**config.mk**
```make
export PLATFORM = sky130hd
export DESIGN_NAME = line_follow_steering_fsm_top_flat
export DESIGN_NICKNAME = d
export VERILOG_FILES = /design/src/hdl/lfs_pkg.sv /design/src/hdl/lfs_req_if.sv /design/src/hdl/lfs_rsp_if.sv /design/src/hdl/line_follow_steering_fsm_top.sv /design/src/flat_wrapper.sv
export SDC_FILE = /design/constraint.sdc
export NUM_CORES = 1
export LEC_CHECK = 0
export ABC_AREA = 0
export BUFFER_PORTS_ARGS = -buffer_cell sky130_fd_sc_hd__buf_2
export CAP_MARGIN = 20
export CORE_UTILIZATION = 35
export CTS_BUF_LIST = sky130_fd_sc_hd__clkbuf_2
export CTS_CLUSTER_DIAMETER = 80
export DETAILED_ROUTE_END_ITERATION = 7
export REMOVE_ABC_BUFFERS = 1
export SLEW_MARGIN = 20
export SYNTH_ARGS = -nofsm -noshare
export SYNTH_HDL_FRONTEND = slang
export SYNTH_SLANG_ARGS = --single-unit
```
**constraint.sdc**
```tcl
create_clock -name clock -period 3.4 [get_ports clock]
set_input_delay 0 -clock clock [delete_from_list [all_inputs] [get_ports clock]]
set_output_delay 0 -clock clock [all_outputs]
set_load 0.03 [all_outputs]
```
**src/hdl/lfs_pkg.sv**
```systemverilog
// Package: steering modes, register indexes and widths for the line-follow steering block.
package lfs_pkg;

   localparam int SENSOR_COUNT = 5;
   localparam int LEVEL_W      = 8;
   localparam int MODE_W       = 3;
   localparam int DARK_W       = 9;
   localparam int CSR_ADDR_W   = 5;
   localparam int CSR_DATA_W   = 32;

   typedef logic [SENSOR_COUNT-1:0] sensors_type;
   typedef logic [LEVEL_W-1:0]      level_type;
   typedef logic [MODE_W-1:0]       mode_type;
   typedef logic [DARK_W-1:0]       dark_type;

   localparam mode_type M_STRAIGHT   = 3'd0;
   localparam mode_type M_SOFT_LEFT  = 3'd1;
   localparam mode_type M_SOFT_RIGHT = 3'd2;
   localparam mode_type M_HARD_LEFT  = 3'd3;
   localparam mode_type M_HARD_RIGHT = 3'd4;
   localparam mode_type M_FINISHED   = 3'd5;
   localparam mode_type M_NONE       = 3'd7;

   localparam dark_type DARK_MAX = 9'd511;

   localparam logic [2:0] REG_STRAIGHT    = 3'd0;
   localparam logic [2:0] REG_HARD_STRONG = 3'd1;
   localparam logic [2:0] REG_HARD_WEAK   = 3'd2;
   localparam logic [2:0] REG_SOFT_STRONG = 3'd3;
   localparam logic [2:0] REG_SOFT_WEAK   = 3'd4;
   localparam logic [2:0] REG_END_MODE    = 3'd5;
   localparam logic [2:0] REG_DARK_LIMIT  = 3'd6;

   // sensor bit positions, bit0 leftmost
   localparam int S_OUTER_LEFT  = 0;
   localparam int S_INNER_LEFT  = 1;
   localparam int S_CENTER      = 2;
   localparam int S_INNER_RIGHT = 3;
   localparam int S_OUTER_RIGHT = 4;

endpackage

```
**src/hdl/lfs_req_if.sv**
```systemverilog
// Interface: request channel carrying restart and a sensor sample.
interface lfs_req_if;
   logic                       valid;
   logic                       ready;
   logic                       restart;
   logic [lfs_pkg::SENSOR_COUNT-1:0] sensors;

   modport source (output valid, output restart, output sensors, input ready);
   modport sink   (input valid, input restart, input sensors, output ready);
endinterface

```
**src/hdl/lfs_rsp_if.sv**
```systemverilog
// Interface: response channel carrying wheel drive levels and steering mode.
interface lfs_rsp_if;
   logic       valid;
   logic       ready;
   logic [7:0] left_drive;
   logic [7:0] right_drive;
   logic       drive_update;
   logic [2:0] mode;
   logic       finished;

   modport source (output valid, output left_drive, output right_drive,
                   output drive_update, output mode, output finished, input ready);
   modport sink   (input valid, input left_drive, input right_drive,
                   input drive_update, input mode, input finished, output ready);
endinterface

```
**src/hdl/line_follow_steering_fsm_top.sv**
```systemverilog
// Top level: line-follow steering controller with APB-style register port.
// Datapath: the input register loads at acceptance; the response register and the
//   steering state load together once the response slot is free or being taken.
// Throughput: 1 request per cycle while the response side is ready; the response register
//   and the input register decouple the two channels so a request is taken while a response waits.
// Reset: synchronous, active high; mode finished, dark count and levels zero,
//   previous mode set to "none", configuration registers zero, both channels empty.
module line_follow_steering_fsm_top (
   input  logic                              clock,
   input  logic                              reset,
   lfs_req_if.sink                           req_ch,
   lfs_rsp_if.source                         rsp_ch,
   input  logic                              psel,
   input  logic                              penable,
   input  logic                              pwrite,
   input  logic [lfs_pkg::CSR_ADDR_W-1:0]    paddr,
   input  logic [lfs_pkg::CSR_DATA_W-1:0]    pwdata,
   output logic [lfs_pkg::CSR_DATA_W-1:0]    prdata,
   output logic                              pready
);
   import lfs_pkg::*;

   // configuration registers
   level_type straight_ff, hard_strong_ff, hard_weak_ff, soft_strong_ff, soft_weak_ff;
   level_type dark_limit_ff;
   logic      end_mode_ff;

   // steering state
   mode_type  steer_mode_ff, steer_mode_in;
   mode_type  prev_mode_ff, prev_mode_in;
   dark_type  dark_count_ff, dark_count_in;
   level_type left_level_ff, left_level_in;
   level_type right_level_ff, right_level_in;
   logic      update_in;

   // input register
   logic        s1_valid_ff;
   logic        s1_restart_ff;
   sensors_type s1_sensors_ff;

   // response register
   logic      rsp_valid_ff;
   level_type rsp_left_ff, rsp_right_ff;
   logic      rsp_update_ff;
   mode_type  rsp_mode_ff;

   logic       advance;
   logic       req_take;
   logic       csr_write;
   logic [2:0] csr_index;
   logic       end_run;
   dark_type   dark_inc;

   assign csr_write = psel && penable && pwrite;
   assign csr_index = paddr[CSR_ADDR_W-1:2];
   assign pready    = 1'b1;

   always_comb begin
      case (csr_index)
         REG_STRAIGHT:    prdata = {24'd0, straight_ff};
         REG_HARD_STRONG: prdata = {24'd0, hard_strong_ff};
         REG_HARD_WEAK:   prdata = {24'd0, hard_weak_ff};
         REG_SOFT_STRONG: prdata = {24'd0, soft_strong_ff};
         REG_SOFT_WEAK:   prdata = {24'd0, soft_weak_ff};
         REG_END_MODE:    prdata = {31'd0, end_mode_ff};
         REG_DARK_LIMIT:  prdata = {24'd0, dark_limit_ff};
         default:         prdata = '0;
      endcase
   end

   always_ff @(posedge clock) begin
      if (reset) begin
         straight_ff    <= '0;
         hard_strong_ff <= '0;
         hard_weak_ff   <= '0;
         soft_strong_ff <= '0;
         soft_weak_ff   <= '0;
         end_mode_ff    <= 1'b0;
         dark_limit_ff  <= '0;
      end else if (csr_write) begin
         case (csr_index)
            REG_STRAIGHT:    straight_ff    <= pwdata[LEVEL_W-1:0];
            REG_HARD_STRONG: hard_strong_ff <= pwdata[LEVEL_W-1:0];
            REG_HARD_WEAK:   hard_weak_ff   <= pwdata[LEVEL_W-1:0];
            REG_SOFT_STRONG: soft_strong_ff <= pwdata[LEVEL_W-1:0];
            REG_SOFT_WEAK:   soft_weak_ff   <= pwdata[LEVEL_W-1:0];
            REG_END_MODE:    end_mode_ff    <= pwdata[0];
            REG_DARK_LIMIT:  dark_limit_ff  <= pwdata[LEVEL_W-1:0];
            default: ;
         endcase
      end
   end

   // handshake: the input register moves on whenever the response slot frees up
   assign advance      = s1_valid_ff && (!rsp_valid_ff || rsp_ch.ready);
   assign req_ch.ready = !s1_valid_ff || advance;
   assign req_take     = req_ch.valid && req_ch.ready;

   always_ff @(posedge clock) begin
      if (reset) begin
         s1_valid_ff <= 1'b0;
      end else if (req_ch.ready) begin
         s1_valid_ff <= req_ch.valid;
      end
   end

   always_ff @(posedge clock) begin
      if (req_take) begin
         s1_restart_ff <= req_ch.restart;
         s1_sensors_ff <= req_ch.sensors;
      end
   end

   // next steering state for the request held in the input register
   assign dark_inc = (dark_count_ff < DARK_MAX) ? dark_count_ff + 9'd1 : dark_count_ff;

   always_comb begin
      steer_mode_in  = steer_mode_ff;
      prev_mode_in   = prev_mode_ff;
      dark_count_in  = dark_count_ff;
      left_level_in  = left_level_ff;
      right_level_in = right_level_ff;
      update_in      = 1'b0;
      end_run        = 1'b0;
      if (s1_restart_ff) begin
         steer_mode_in  = M_STRAIGHT;
         prev_mode_in   = M_NONE;
         dark_count_in  = '0;
         left_level_in  = straight_ff;
         right_level_in = straight_ff;
         update_in      = 1'b1;
      end else if (steer_mode_ff != M_FINISHED) begin
         if (!end_mode_ff) begin
            end_run = s1_sensors_ff[S_OUTER_LEFT] || s1_sensors_ff[S_OUTER_RIGHT];
         end else if (s1_sensors_ff == '0) begin
            dark_count_in = dark_inc;
            end_run       = dark_inc > {1'b0, dark_limit_ff};
         end else begin
            dark_count_in = '0;
         end

         if (end_run) begin
            steer_mode_in = M_FINISHED;
         end else if (s1_sensors_ff[S_CENTER]) begin
            if (steer_mode_ff != M_STRAIGHT) begin
               prev_mode_in   = steer_mode_ff;
               steer_mode_in  = M_STRAIGHT;
               left_level_in  = straight_ff;
               right_level_in = straight_ff;
               update_in      = 1'b1;
            end
         end else if (s1_sensors_ff[S_INNER_LEFT]) begin
            if (steer_mode_ff != M_SOFT_LEFT) begin
               steer_mode_in  = M_SOFT_LEFT;
               left_level_in  = soft_weak_ff;
               right_level_in = soft_strong_ff;
               update_in      = 1'b1;
            end
         end else if (s1_sensors_ff[S_INNER_RIGHT]) begin
            if (steer_mode_ff != M_SOFT_RIGHT) begin
               steer_mode_in  = M_SOFT_RIGHT;
               left_level_in  = soft_strong_ff;
               right_level_in = soft_weak_ff;
               update_in      = 1'b1;
            end
         end else if (steer_mode_ff == M_STRAIGHT) begin
            // line lost from straight: swing opposite to the previous mode if it was a hard turn
            if (prev_mode_ff == M_HARD_LEFT) begin
               steer_mode_in  = M_HARD_RIGHT;
               left_level_in  = hard_strong_ff;
               right_level_in = hard_weak_ff;
               update_in      = 1'b1;
            end else if (prev_mode_ff == M_HARD_RIGHT) begin
               steer_mode_in  = M_HARD_LEFT;
               left_level_in  = hard_weak_ff;
               right_level_in = hard_strong_ff;
               update_in      = 1'b1;
            end
         end
      end
   end

   always_ff @(posedge clock) begin
      if (reset) begin
         steer_mode_ff  <= M_FINISHED;
         prev_mode_ff   <= M_NONE;
         dark_count_ff  <= '0;
         left_level_ff  <= '0;
         right_level_ff <= '0;
      end else if (advance) begin
         steer_mode_ff  <= steer_mode_in;
         prev_mode_ff   <= prev_mode_in;
         dark_count_ff  <= dark_count_in;
         left_level_ff  <= left_level_in;
         right_level_ff <= right_level_in;
      end
   end

   always_ff @(posedge clock) begin
      if (reset) begin
         rsp_valid_ff <= 1'b0;
      end else if (advance) begin
         rsp_valid_ff <= 1'b1;
      end else if (rsp_ch.ready) begin
         rsp_valid_ff <= 1'b0;
      end
   end

   always_ff @(posedge clock) begin
      if (advance) begin
         rsp_left_ff   <= left_level_in;
         rsp_right_ff  <= right_level_in;
         rsp_update_ff <= update_in;
         rsp_mode_ff   <= steer_mode_in;
      end
   end

   assign rsp_ch.valid        = rsp_valid_ff;
   assign rsp_ch.left_drive   = rsp_left_ff;
   assign rsp_ch.right_drive  = rsp_right_ff;
   assign rsp_ch.drive_update = rsp_update_ff;
   assign rsp_ch.mode         = rsp_mode_ff;
   assign rsp_ch.finished     = (rsp_mode_ff == M_FINISHED);

   a_restart_straight: assert property (@(posedge clock) disable iff (reset)
      advance && s1_restart_ff |=> steer_mode_ff == M_STRAIGHT && dark_count_ff == '0)
      else $error("restart did not start a straight run");

   a_update_not_finished: assert property (@(posedge clock) disable iff (reset)
      rsp_valid_ff && rsp_update_ff |-> rsp_mode_ff != M_FINISHED)
      else $error("drive update reported on a finished run");

   a_rsp_matches_state: assert property (@(posedge clock) disable iff (reset)
      advance |=> rsp_mode_ff == steer_mode_ff && rsp_left_ff == left_level_ff
                  && rsp_right_ff == right_level_ff)
      else $error("response does not match steering state");

   a_finished_holds: assert property (@(posedge clock) disable iff (reset)
      advance && !s1_restart_ff && steer_mode_ff == M_FINISHED
      |=> steer_mode_ff == M_FINISHED && $stable(left_level_ff) && !rsp_update_ff)
      else $error("finished run changed without restart");

endmodule

```
**src/flat_wrapper.sv**
```systemverilog
// flat-port wrapper written by rule: the top's interface ports become plain ports
module line_follow_steering_fsm_top_flat import lfs_pkg::*;
  (clock, reset, psel, penable, pwrite, paddr, pwdata, prdata, pready, req_ch_valid, req_ch_restart, req_ch_sensors, req_ch_ready, rsp_ch_valid, rsp_ch_left_drive, rsp_ch_right_drive, rsp_ch_drive_update, rsp_ch_mode, rsp_ch_finished, rsp_ch_ready);
  lfs_req_if req_ch_i ();
  lfs_rsp_if rsp_ch_i ();
  input  logic clock;
  input  logic reset;
  input  logic psel;
  input  logic penable;
  input  logic pwrite;
  input  logic [lfs_pkg::CSR_ADDR_W-1:0] paddr;
  input  logic [lfs_pkg::CSR_DATA_W-1:0] pwdata;
  output logic [lfs_pkg::CSR_DATA_W-1:0] prdata;
  output logic pready;
  input wire logic [$bits(req_ch_i.valid)-1:0] req_ch_valid;
  input wire logic [$bits(req_ch_i.restart)-1:0] req_ch_restart;
  input wire logic [$bits(req_ch_i.sensors)-1:0] req_ch_sensors;
  output wire logic [$bits(req_ch_i.ready)-1:0] req_ch_ready;
  output wire logic [$bits(rsp_ch_i.valid)-1:0] rsp_ch_valid;
  output wire logic [$bits(rsp_ch_i.left_drive)-1:0] rsp_ch_left_drive;
  output wire logic [$bits(rsp_ch_i.right_drive)-1:0] rsp_ch_right_drive;
  output wire logic [$bits(rsp_ch_i.drive_update)-1:0] rsp_ch_drive_update;
  output wire logic [$bits(rsp_ch_i.mode)-1:0] rsp_ch_mode;
  output wire logic [$bits(rsp_ch_i.finished)-1:0] rsp_ch_finished;
  input wire logic [$bits(rsp_ch_i.ready)-1:0] rsp_ch_ready;
  assign req_ch_i.valid = req_ch_valid;
  assign req_ch_i.restart = req_ch_restart;
  assign req_ch_i.sensors = req_ch_sensors;
  assign req_ch_ready = req_ch_i.ready;
  assign rsp_ch_valid = rsp_ch_i.valid;
  assign rsp_ch_left_drive = rsp_ch_i.left_drive;
  assign rsp_ch_right_drive = rsp_ch_i.right_drive;
  assign rsp_ch_drive_update = rsp_ch_i.drive_update;
  assign rsp_ch_mode = rsp_ch_i.mode;
  assign rsp_ch_finished = rsp_ch_i.finished;
  assign rsp_ch_i.ready = rsp_ch_ready;
  line_follow_steering_fsm_top u_core (.clock(clock), .reset(reset), .req_ch(req_ch_i), .rsp_ch(rsp_ch_i), .psel(psel), .penable(penable), .pwrite(pwrite), .paddr(paddr), .pwdata(pwdata), .prdata(prdata), .pready(pready));
endmodule
```
# Yosys cells after proc, flatten, opt, wreduce, memory -nomap -nowiden
# Index checks and enable logic that the tools add are counted.
[op_classes]
n_lt_le_gt_ge = 2
eq_ne = 13
mux = 64
n_reduce_logical = 27
n_addsub = 1
[ops]
columns = ["operator", "count"]
rows = [
  ["2-to-1 mux 8 bit", 24],
  ["case mux 8 bit (7 select lines)", 1],
  ["2-to-1 mux 3 bit", 17],
  ["2-to-1 mux 9 bit", 5],
  ["2-to-1 mux 1 bit", 17],
  ["== test 3 bit, second input constant", 5],
  ["AND reduction 2 bit", 7],
  ["nonzero test 2 bit", 5],
  ["adder 9 x 1 -> 9 bit, second input constant", 1],
  ["== test 3 x 2 -> 1 bit, second input constant", 3],
  ["greater-than comparator 9 x 8 -> 1 bit", 1],
  ["less-than comparator 9 bit, second input constant", 1],
  ["zero test 3 bit", 2],
  ["zero test 5 bit", 1],
  ["AND reduction 5 bit", 1],
  ["logical AND 1 bit", 4],
  ["== test 3 x 1 -> 1 bit, second input constant", 1],
  ["logical OR 1 bit", 3],
  ["inequality test 3 x 1 -> 1 bit, second input constant", 1],
  ["inequality test 3 x 2 -> 1 bit, second input constant", 1],
  ["inequality test 3 bit, second input constant", 1],
  ["AND reduction 3 bit", 1],
  ["nonzero test 3 bit", 1],
  ["zero test 1 bit", 2],
  ["inequality test 2 x 1 -> 1 bit, second input constant", 1],
]
[word_totals]
output_inout_bits = 56
wordCells = 127
inputBits = 50
ff_bits = 108

# Depth between registers and ports, before layout
# Gate-level depths: netlist (run 1).
[depth]
depth_word = 10
ltp_mapped = 15
mapped_depth_nobuf = 12

# Worst setup path before layout (run 1)
# OpenSTA, ideal clock, no wires.
[synth_path]
path_type = "register -> register"
startpoint = "register u_core.dark_count_ff[4]"
endpoint = "register u_core.rsp_left_ff[6] (netlist: u_core.rsp_ch.left_drive[6]) (data pin)"
path_buffers = 3
synth_period_minus_slack_ps = 3357
slack_ps = 43
required_ps = 3133
t_arrival_ps = 3091
stages_incl_launch_ff = 15
setup_time_ps = 267
cell_sequence = "dfxtp_1 -> and3_1 -> clkbuf_1 -> a41oi_1 -> nand3_1 -> xnor2_1 -> ha_1 -> and4_1 -> a221oi_1 -> nand3_1 -> a21bo_2 -> buf_2 -> buf_2 -> a221oi_1 -> a211oi_1"
[synth_via]
elab_chain_cells = 10
elab_cells_between_ends = 11
cone_classes = "add/sub (1); order compare (2); mux (8)"
[synth_lines]
columns = ["item", "line", "rtl"]
rows = [
  ["start, declared", "line_follow_steering_fsm_top.sv:31", "dark_type dark_count_ff, dark_count_in;"],
  ["start signal, assigned", "line_follow_steering_fsm_top.sv:193", "dark_count_ff <= dark_count_in;"],
  ["adder 9 x 1 -> 9 bit / less-than comparator 9 bit (equally long branches)", "line_follow_steering_fsm_top.sv:115", "assign dark_inc = (dark_count_ff < DARK_MAX) ? dark_count_ff + 9'd1 : dark_count_ff;"],
  ["2-to-1 mux 9 bit (*)", "line_follow_steering_fsm_top.sv:115", ""],
  ["greater-than comparator 9 x 8 -> 1 bit (*)", "line_follow_steering_fsm_top.sv:137", "end_run = dark_inc > {1'b0, dark_limit_ff};"],
  ["2-to-1 mux 1 bit (*)", "line_follow_steering_fsm_top.sv:135", "end else if (s1_sensors_ff == '0) begin"],
  ["2-to-1 mux 1 bit (*)", "line_follow_steering_fsm_top.sv:133", "if (!end_mode_ff) begin"],
  ["2-to-1 mux 1 bit (*)", "line_follow_steering_fsm_top.sv:132", "end else if (steer_mode_ff != M_FINISHED) begin"],
  ["2-to-1 mux 1 bit (*)", "line_follow_steering_fsm_top.sv:125", "if (s1_restart_ff) begin"],
  ["2-to-1 mux 8 bit (*)", "line_follow_steering_fsm_top.sv:142", "if (end_run) begin"],
  ["2-to-1 mux 8 bit (*)", "line_follow_steering_fsm_top.sv:132", ""],
  ["2-to-1 mux 8 bit (*)", "line_follow_steering_fsm_top.sv:125", ""],
  ["via u_core.left_level_in[6]", "line_follow_steering_fsm_top.sv:32", "level_type left_level_ff, left_level_in;"],
  ["end signal, assigned", "line_follow_steering_fsm_top.sv:211", "rsp_left_ff <= left_level_in;"],
  ["end, declared", "line_follow_steering_fsm_top.sv:43", "level_type rsp_left_ff, rsp_right_ff;"],
]
# Mark *: on every way through the listed nets, which the timed path passes. The rest lies on a longest branch. The select of a mux whose other input is x is not followed.
# A chain may end at the register's enable or synchronous reset.

# Final worst setup path (run 1)
[layout_path]
startpoint = "register u_core.dark_count_ff[1]"
endpoint = "register u_core.rsp_left_ff[0] (netlist: u_core.rsp_ch.left_drive[0]) (data pin)"
# Same word-level chain as after synthesis.

==> summary.txt, run 1 <==
Final std cells w/o fill -> 1140
Fin crit share -> 0.964
IO Port Bufs -> 54
Arrival time at the worst endpoint -> 3.75 ns
Top Ports -> 106
Switching share of total power -> 0.312
Cell Area, Synth -> 0.00677 sq mm
Clock H-tree levels -> 3
Required time worst endpoint -> 3.87 ns
Ys flop type -> dfxtp_1
Largest cells by area after synthesis -> dfxtp_1 (24%), edfxtp_1 (12%), mux2i_1 (7.2%)
Post-place setup slack -> 0.0570 ns
Netlist cell types -> 75
First-pass GRT wire length -> 32200 um
Area Growth Syn to Fin -> 16.2%
DR iter-0 viols -> 562
Lkg Pwr -> 0.00289 uW
WL final -> 20300 um
Overall routing resource usage -> 0.207
Layout cells sized above 1 -> 0.170
Seq/Total Area, Yosys -> 0.358
# setup viols final -> 0
Bufs and invs on worst path -> 2
Ys async rst share -> 0
Sw Pwr -> 785 uW
DIE AREA -> 0.0199 sq mm
Die W -> 141 um
HP Class -> in2reg
Crit Path Category -> reg2reg
Maximum VDD drop -> 156 uV
Final Slew Violations -> 0
CTS sink count -> 108
Overflow after GRT -> 0
Comb pwr share -> 0.155
Cell taking the most area after synthesis -> dfxtp_1
Post-synth EDFFs -> 26
Skew final -> 0.0516 ns
Fmax -> 0.305 GHz
# DRC -> 0
Final hold vios -> 0
CP startpoint kind -> register
Post-DRT Antenna Nets -> 0
Clock Power Share -> 0.295
Nets -> 933
Cell row count -> 50
Int Pwr -> 1730 uW
Worst Setup End Kind -> register
Total CTS buffers -> 9
Critical path's slowest cell -> dfxtp_2
Post-layout min period -> 3.28 ns
Die Ht -> 141 um
Synth warn -> 0
Clk slew on worst S/H paths -> 0.33 ns
Max_cap viols -> 0
Number of synthesized register bits -> 108
Clk Latency, worst-skew pair -> 0.68 ns
Bufs on Longest Clock Path -> 2
Hold Worst Slack -> 0.0467 ns
Run status -> completed
Core ar. -> 0.0188 sq mm
PnR worst setup slack -> 0.123 ns
Initial antenna violation count -> 1
P per Cell Area -> 320 mW/mm^2
Vias in the first global route -> 5819
Post-Syn Area per Cell -> 8.52 sq um
Post-synth top area share -> 0.242
CTS root buf -> clkbuf_2
Worst Tran Pin Value -> 1.07 ns
Initial Utilization -> 0.360
DRT Pass-1 Iters -> 5
Max_slew headroom -> 0.280
Via-to-Cell Ratio -> 5.62
Top delay family on crit path -> compound AO/OA/AOI/OAI gates
Critical path, cell by cell -> ha_2 > inv_1 > a41oi_4 > nand3_2 > xnor2_2 > ha_1 > and4_1 > a221oi_1 > nand3_1 > a21boi_2 > buf_6 > nor2_1 > a221o_2
Cells after Synth -> 795
Vias -> 6405
Dpl hpwl -> 14500 um
CTS tree -> done
Routed wire per std cell -> 17.8 um
Final Wtd Congestion -> 0.922
Largest net degree at the start of global routing -> 50
Dpl cells -> 1087
Slowest stage delay, CP -> 0.44 ns
Worst-path maximum fanout -> 12
Seq pwr share -> 0.550
cell type report:
cell class | count | area [sq um]
clock buffer | 9 | 45.0
antenna | 1 | 2.50
fill | 1928 | 11000
sequential | 108 | 2430
timing repair buffer | 124 | 900
inverter | 26 | 97.6
clock inverter | 7 | 104
multi-input combinational | 605 | 3970
tap | 260 | 325
worst register-to-register path, cell delays in order (launching register included):
cell,delay (ns)
dfxtp_2,0.44
ha_2,0.19
inv_1,0.06
a41oi_4,0.23
nand3_2,0.14
xnor2_2,0.16
ha_1,0.33
and4_1,0.22
a221oi_1,0.24
nand3_1,0.20
a21boi_2,0.18
buf_6,0.17
nor2_1,0.11
a221o_2,0.39
stage by stage:
step                      area (sq um)  setup TNS [ns]  total power [uW]   util
after floorplan                   6430        -0.00807              1630      -
after global placement            7300               0              1770  0.388
after detailed placement          7300               0              1770  0.388
after CTS                         7800               0              2530  0.414
after global routing              7870        -0.00985              2620  0.418
final                             7870               0              2520  0.418
timing repair:
item | 4_1_cts | 5_1_grt
hold buffers | 35 | 0
gates resized for setup | 1 | 12
setup buffers | 0 | 1
setup endpoints to repair | 1 | 24
endpoints found under the hold margin | 81 | 0
pin swaps | 0 | 2
state kept, by name, indices dropped and copies added (netlist names), 5 cells and up:
name / cells
u_core.dark_count_ff: 9
u_core.dark_limit_ff: 8
u_core.hard_strong_ff: 8
u_core.hard_weak_ff: 8
u_core.left_level_ff: 8
u_core.right_level_ff: 8
u_core.rsp_ch.left_drive: 8
u_core.rsp_ch.right_drive: 8
u_core.s1_sensors_ff: 5
u_core.soft_strong_ff: 8
u_core.soft_weak_ff: 8
u_core.straight_ff: 8
power groups by stage:
stage	Clock (uW)	Combinational (uW)	Sequential [uW]
2_1_floorplan	0	203	1420
3_3_place_gp	0	361	1410
3_5_place_dp	0	362	1410
4_1_cts	761	385	1390
5_1_grt	809	420	1390
6_report	743	390	1390
Yosys cell counts, types with 14 or more instances:
cell type and number:
nand3_1 20, inv_1 22, buf_2 15, a211oi_1 22
nand2_1 47, edfxtp_1 26, a21oi_1 64, nor2_1 103
mux2i_1 49, o21ai_0 23, dfxtp_1 82, clkbuf_1 34
nor3_1 14, buf_4 25
cells in the final DEF (no fill, tap or decap), types with 6 or more instances in the layout:
master,synthesis,final
dlygate4sd3_1,0,35
and2_1,9,9
nor3b_1,9,9
a211oi_1,22,22
clkbuf_2,0,9
a311oi_1,9,9
nand2b_1,7,7
ha_1,9,8
nand3_1,20,18
nor2_1,103,103
nand4b_1,6,6
nand3b_1,7,7
a221oi_1,13,12
o31ai_1,8,8
nor3_1,14,14
o22ai_1,9,9
a21oi_1,64,64
o21ai_0,23,23
buf_2,15,54
or3b_2,6,6
dfxtp_1,82,80
a21o_1,8,8
a31oi_1,9,9
and3_1,6,6
nand2_1,47,47
mux2i_1,49,49
a22o_1,6,6
inv_1,22,22
mux2_2,8,8
edfxtp_1,26,26
nor2b_1,7,7
a2111oi_0,7,6
conb_1,2,25
o221ai_1,10,10
buf_4,25,33
worst paths after layout:
kind,start,cells after the start,slack (ns),end
worst max-delay path,u_core.dark_count_ff[1],13,0.12,u_core.rsp_ch.left_drive[0]
worst min-delay path,req_ch_sensors[2],2,0.05,u_core.s1_sensors_ff[2]
worst max register to register,u_core.dark_count_ff[1],13,0.12,u_core.rsp_ch.left_drive[0]
worst min register to register,u_core.straight_ff[7],2,0.51,u_core.straight_ff[7]
logic make-up after synthesis:
kind of cell,count (synthesis),synth area share
adder cells (fa/ha/maj),9,0.0166
flip-flops,108,0.358
XOR/XNOR,6,0.00776
other,2,0.00111
AO/OA/AOI/OAI,240,0.251
buffers and inverters,105,0.0770
AND/OR/NAND/NOR,268,0.203
multiplexers,57,0.0857
per-layer routing:
metal	wire, um	track usage
met3	1190	0.0265
met2	8830	0.305
met1	9780	0.300
met5	0	0
met4	536	0.0950
No activity file was read; power rests on OpenSTA's default activity.
==> inputs of run 2 (changes only) <==
Settings changed: CORE_UTILIZATION 35 to 30.
==> summary.txt, run 2 (synthesis gave the netlist of run 1 again) <==
Fin util -> 0.363 (was 0.418)
Area Growth Syn to Fin -> 17.8% (was 16.2%)
Sw Pwr -> 784 uW (was 785 uW)
DIE AREA -> 0.0232 sq mm (was 0.0199 sq mm)
CP startpoint kind -> register (unchanged)
Vias -> 6464 (was 6405)
Largest net degree at the start of global routing -> 58 (was 50)
Initial Utilization -> 0.308 (was 0.360)
Pwr Total -> 2590 uW (was 2520 uW)
Clk slew on worst S/H paths -> 0.30 ns (was 0.33 ns)
Cell row count -> 54 (was 50)
Arrival time at the worst endpoint -> 3.72 ns (was 3.75 ns)
P per Cell Area -> 324 mW/mm^2 (was 320 mW/mm^2)
Run status -> finished, violations left (was completed)
Min-delay src -> req_ch_sensors[3] (was req_ch_sensors[2])
Final Wtd Congestion -> 0.940 (was 0.922)
Required time worst endpoint -> 3.88 ns (was 3.87 ns)
Worst Setup End Kind -> register (unchanged)
# DRC -> 4 (was 0)
Final Slew Violations -> 0 (unchanged)
# setup viols final -> 0 (unchanged)
Clock Power Share -> 0.309 (was 0.295)
Largest register FFs -> 9 (unchanged)
Fmax -> 0.309 GHz (was 0.305 GHz)
Worst Tran Pin Value -> 1.07 ns (about the same)
Total CTS buffers -> 9 (unchanged)
Routed wire per std cell -> 17.8 um (about the same)
Commonest non-fill, non-tap cell in the layout -> nor2_1 (unchanged)
IO Port Bufs -> 54 (unchanged)
RSZ-0062 raised after global routing -> true
Post-place setup slack -> 0.0694 ns (was 0.0570 ns)
Lkg Pwr -> 0.00294 uW (was 0.00289 uW)
Final hold vios -> 0 (unchanged)
Failing checks -> design-rule violations
First-pass GRT wire length -> 33000 um (was 32200 um)
Core ar. -> 0.0220 sq mm (was 0.0188 sq mm)
Largest Register -> u_core.dark_count_ff (unchanged)
Via-to-Cell Ratio -> 5.53 (was 5.62)
Worst r2r src -> u_core.dark_count_ff[1] (unchanged)
Crit Path Category -> reg2reg (unchanged)
Comb pwr share -> 0.156 (was 0.155)
Sum of negative setup slack -> 0 ns (unchanged)
Layout cells sized above 1 -> 0.170 (about the same)
Top Ports -> 106 (unchanged)
Initial antenna violation count -> 1 (unchanged)
Critical path startpoint -> u_core.dark_count_ff[1] (unchanged)
Clk Latency, worst-skew pair -> 0.68 ns (about the same)
Die W -> 152 um (was 141 um)
Nets -> 942 (was 933)
Max_slew headroom -> 0.285 (was 0.280)
CTS tree -> done (unchanged)
Most frequent cells in the layout -> nor2_1 (102), dfxtp_1 (80), a21oi_1 (64) (was nor2_1 (103), dfxtp_1 (80), a21oi_1 (64))
HP Class -> in2reg (unchanged)
Overall routing resource usage -> 0.179 (was 0.207)
Dpl cells -> 1112 (was 1087)
Die Ht -> 152 um (was 141 um)
Vias in the first global route -> 5991 (was 5819)
CTS root buf -> clkbuf_2 (unchanged)
Switching share of total power -> 0.303 (was 0.312)
Post-CTS Setup Inserts -> 0 (unchanged)
DRT Pass-1 Iters -> 8 (was 5)
Seq pwr share -> 0.534 (was 0.550)
DR iter-0 viols -> 602 (was 562)
Fin crit share -> 0.953 (was 0.964)
Clock H-tree levels -> 3 (unchanged)
Bufs on Longest Clock Path -> 2 (unchanged)
Final std cells w/o fill -> 1169 (was 1140)
PnR worst setup slack -> 0.159 ns (was 0.123 ns)
Post-DRT Antenna Nets -> 0 (unchanged)
Int Pwr -> 1800 uW (was 1730 uW)
Skew final -> 0.0380 ns (was 0.0516 ns)
Overflow after GRT -> 0 (unchanged)
Dpl hpwl -> 14700 um (was 14500 um)
WL final -> 20800 um (was 20300 um)
Maximum VDD drop -> 142 uV (was 156 uV)
Post-layout min period -> 3.24 ns (was 3.28 ns)
CTS sink count -> 108 (unchanged)
Max_cap viols -> 0 (unchanged)
Worst-path maximum fanout -> 22 (was 12)
run 2: per-layer routing:
| metal | global-route usage | wire length, um | vias to the layer above |
|---|---|---|---|
| met5 | 0 | 0 | - |
| met4 | 0.0617 | 376 | 0 |
| met3 | 0.0324 | 1400 | 28 |
| met2 | 0.278 | 9200 | 284 |
| met1 | 0.247 | 9780 | 3054 |
| li1 | - | - | 3098 |
run 2: cell type report:
cell class	instances	area, sq um
antenna	1	2.50
fill	2244	14000
clock buffer	9	45.0
timing repair buffer	133	992
clock inverter	7	121
sequential	108	2430
multi-input combinational	605	3940
inverter	26	97.6
tap	280	350
run 2: metrics by stage:
| stage | hold slack (ns) | area (sq um) |
|---|---|---|
| after floorplan | 0.0646 | 6430 |
| after global placement | 0.180 | 7370 |
| after detailed placement | 0.179 | 7370 |
| after CTS | 0.00680 | 7940 |
| after global routing | 0.00596 | 7980 |
| final | 0.0364 | 7980 |
run 2: final timing paths:
check        cells after the start  slack, ns                           to
max reg2reg                     12       0.16  u_core.rsp_ch.left_drive[6]
max                             12       0.16  u_core.rsp_ch.left_drive[6]
min reg2reg                      2       0.54        u_core.straight_ff[7]
min                              2       0.04      u_core.s1_sensors_ff[3]
run 2: critical path, cell delays in order, from the launching register on:
cell,delay (ns)
dfxtp_4,0.42
and2_1,0.22
a41oi_2,0.28
nand3_1,0.15
xnor2_1,0.16
ha_1,0.33
and4_1,0.21
a221oi_1,0.24
nand3_1,0.20
a21bo_2,0.30
buf_12,0.17
a221oi_1,0.28
a211oi_1,0.10
run 2: what timing repair did:
action,CTS,global route
setup endpoints to repair,0,35
resized for setup,0,12
hold buffers,40,0
hold endpoints to repair,82,0
run 2: power groups by stage:
| stage | clock network (uW) | registers, uW | logic, uW |
|---|---|---|---|
| global placement | 0 | 1410 | 368 |
| global route | 867 | 1390 | 435 |
| floorplan | 0 | 1420 | 203 |
| CTS | 816 | 1380 | 397 |
| finish | 800 | 1380 | 404 |
| detailed placement | 0 | 1410 | 369 |
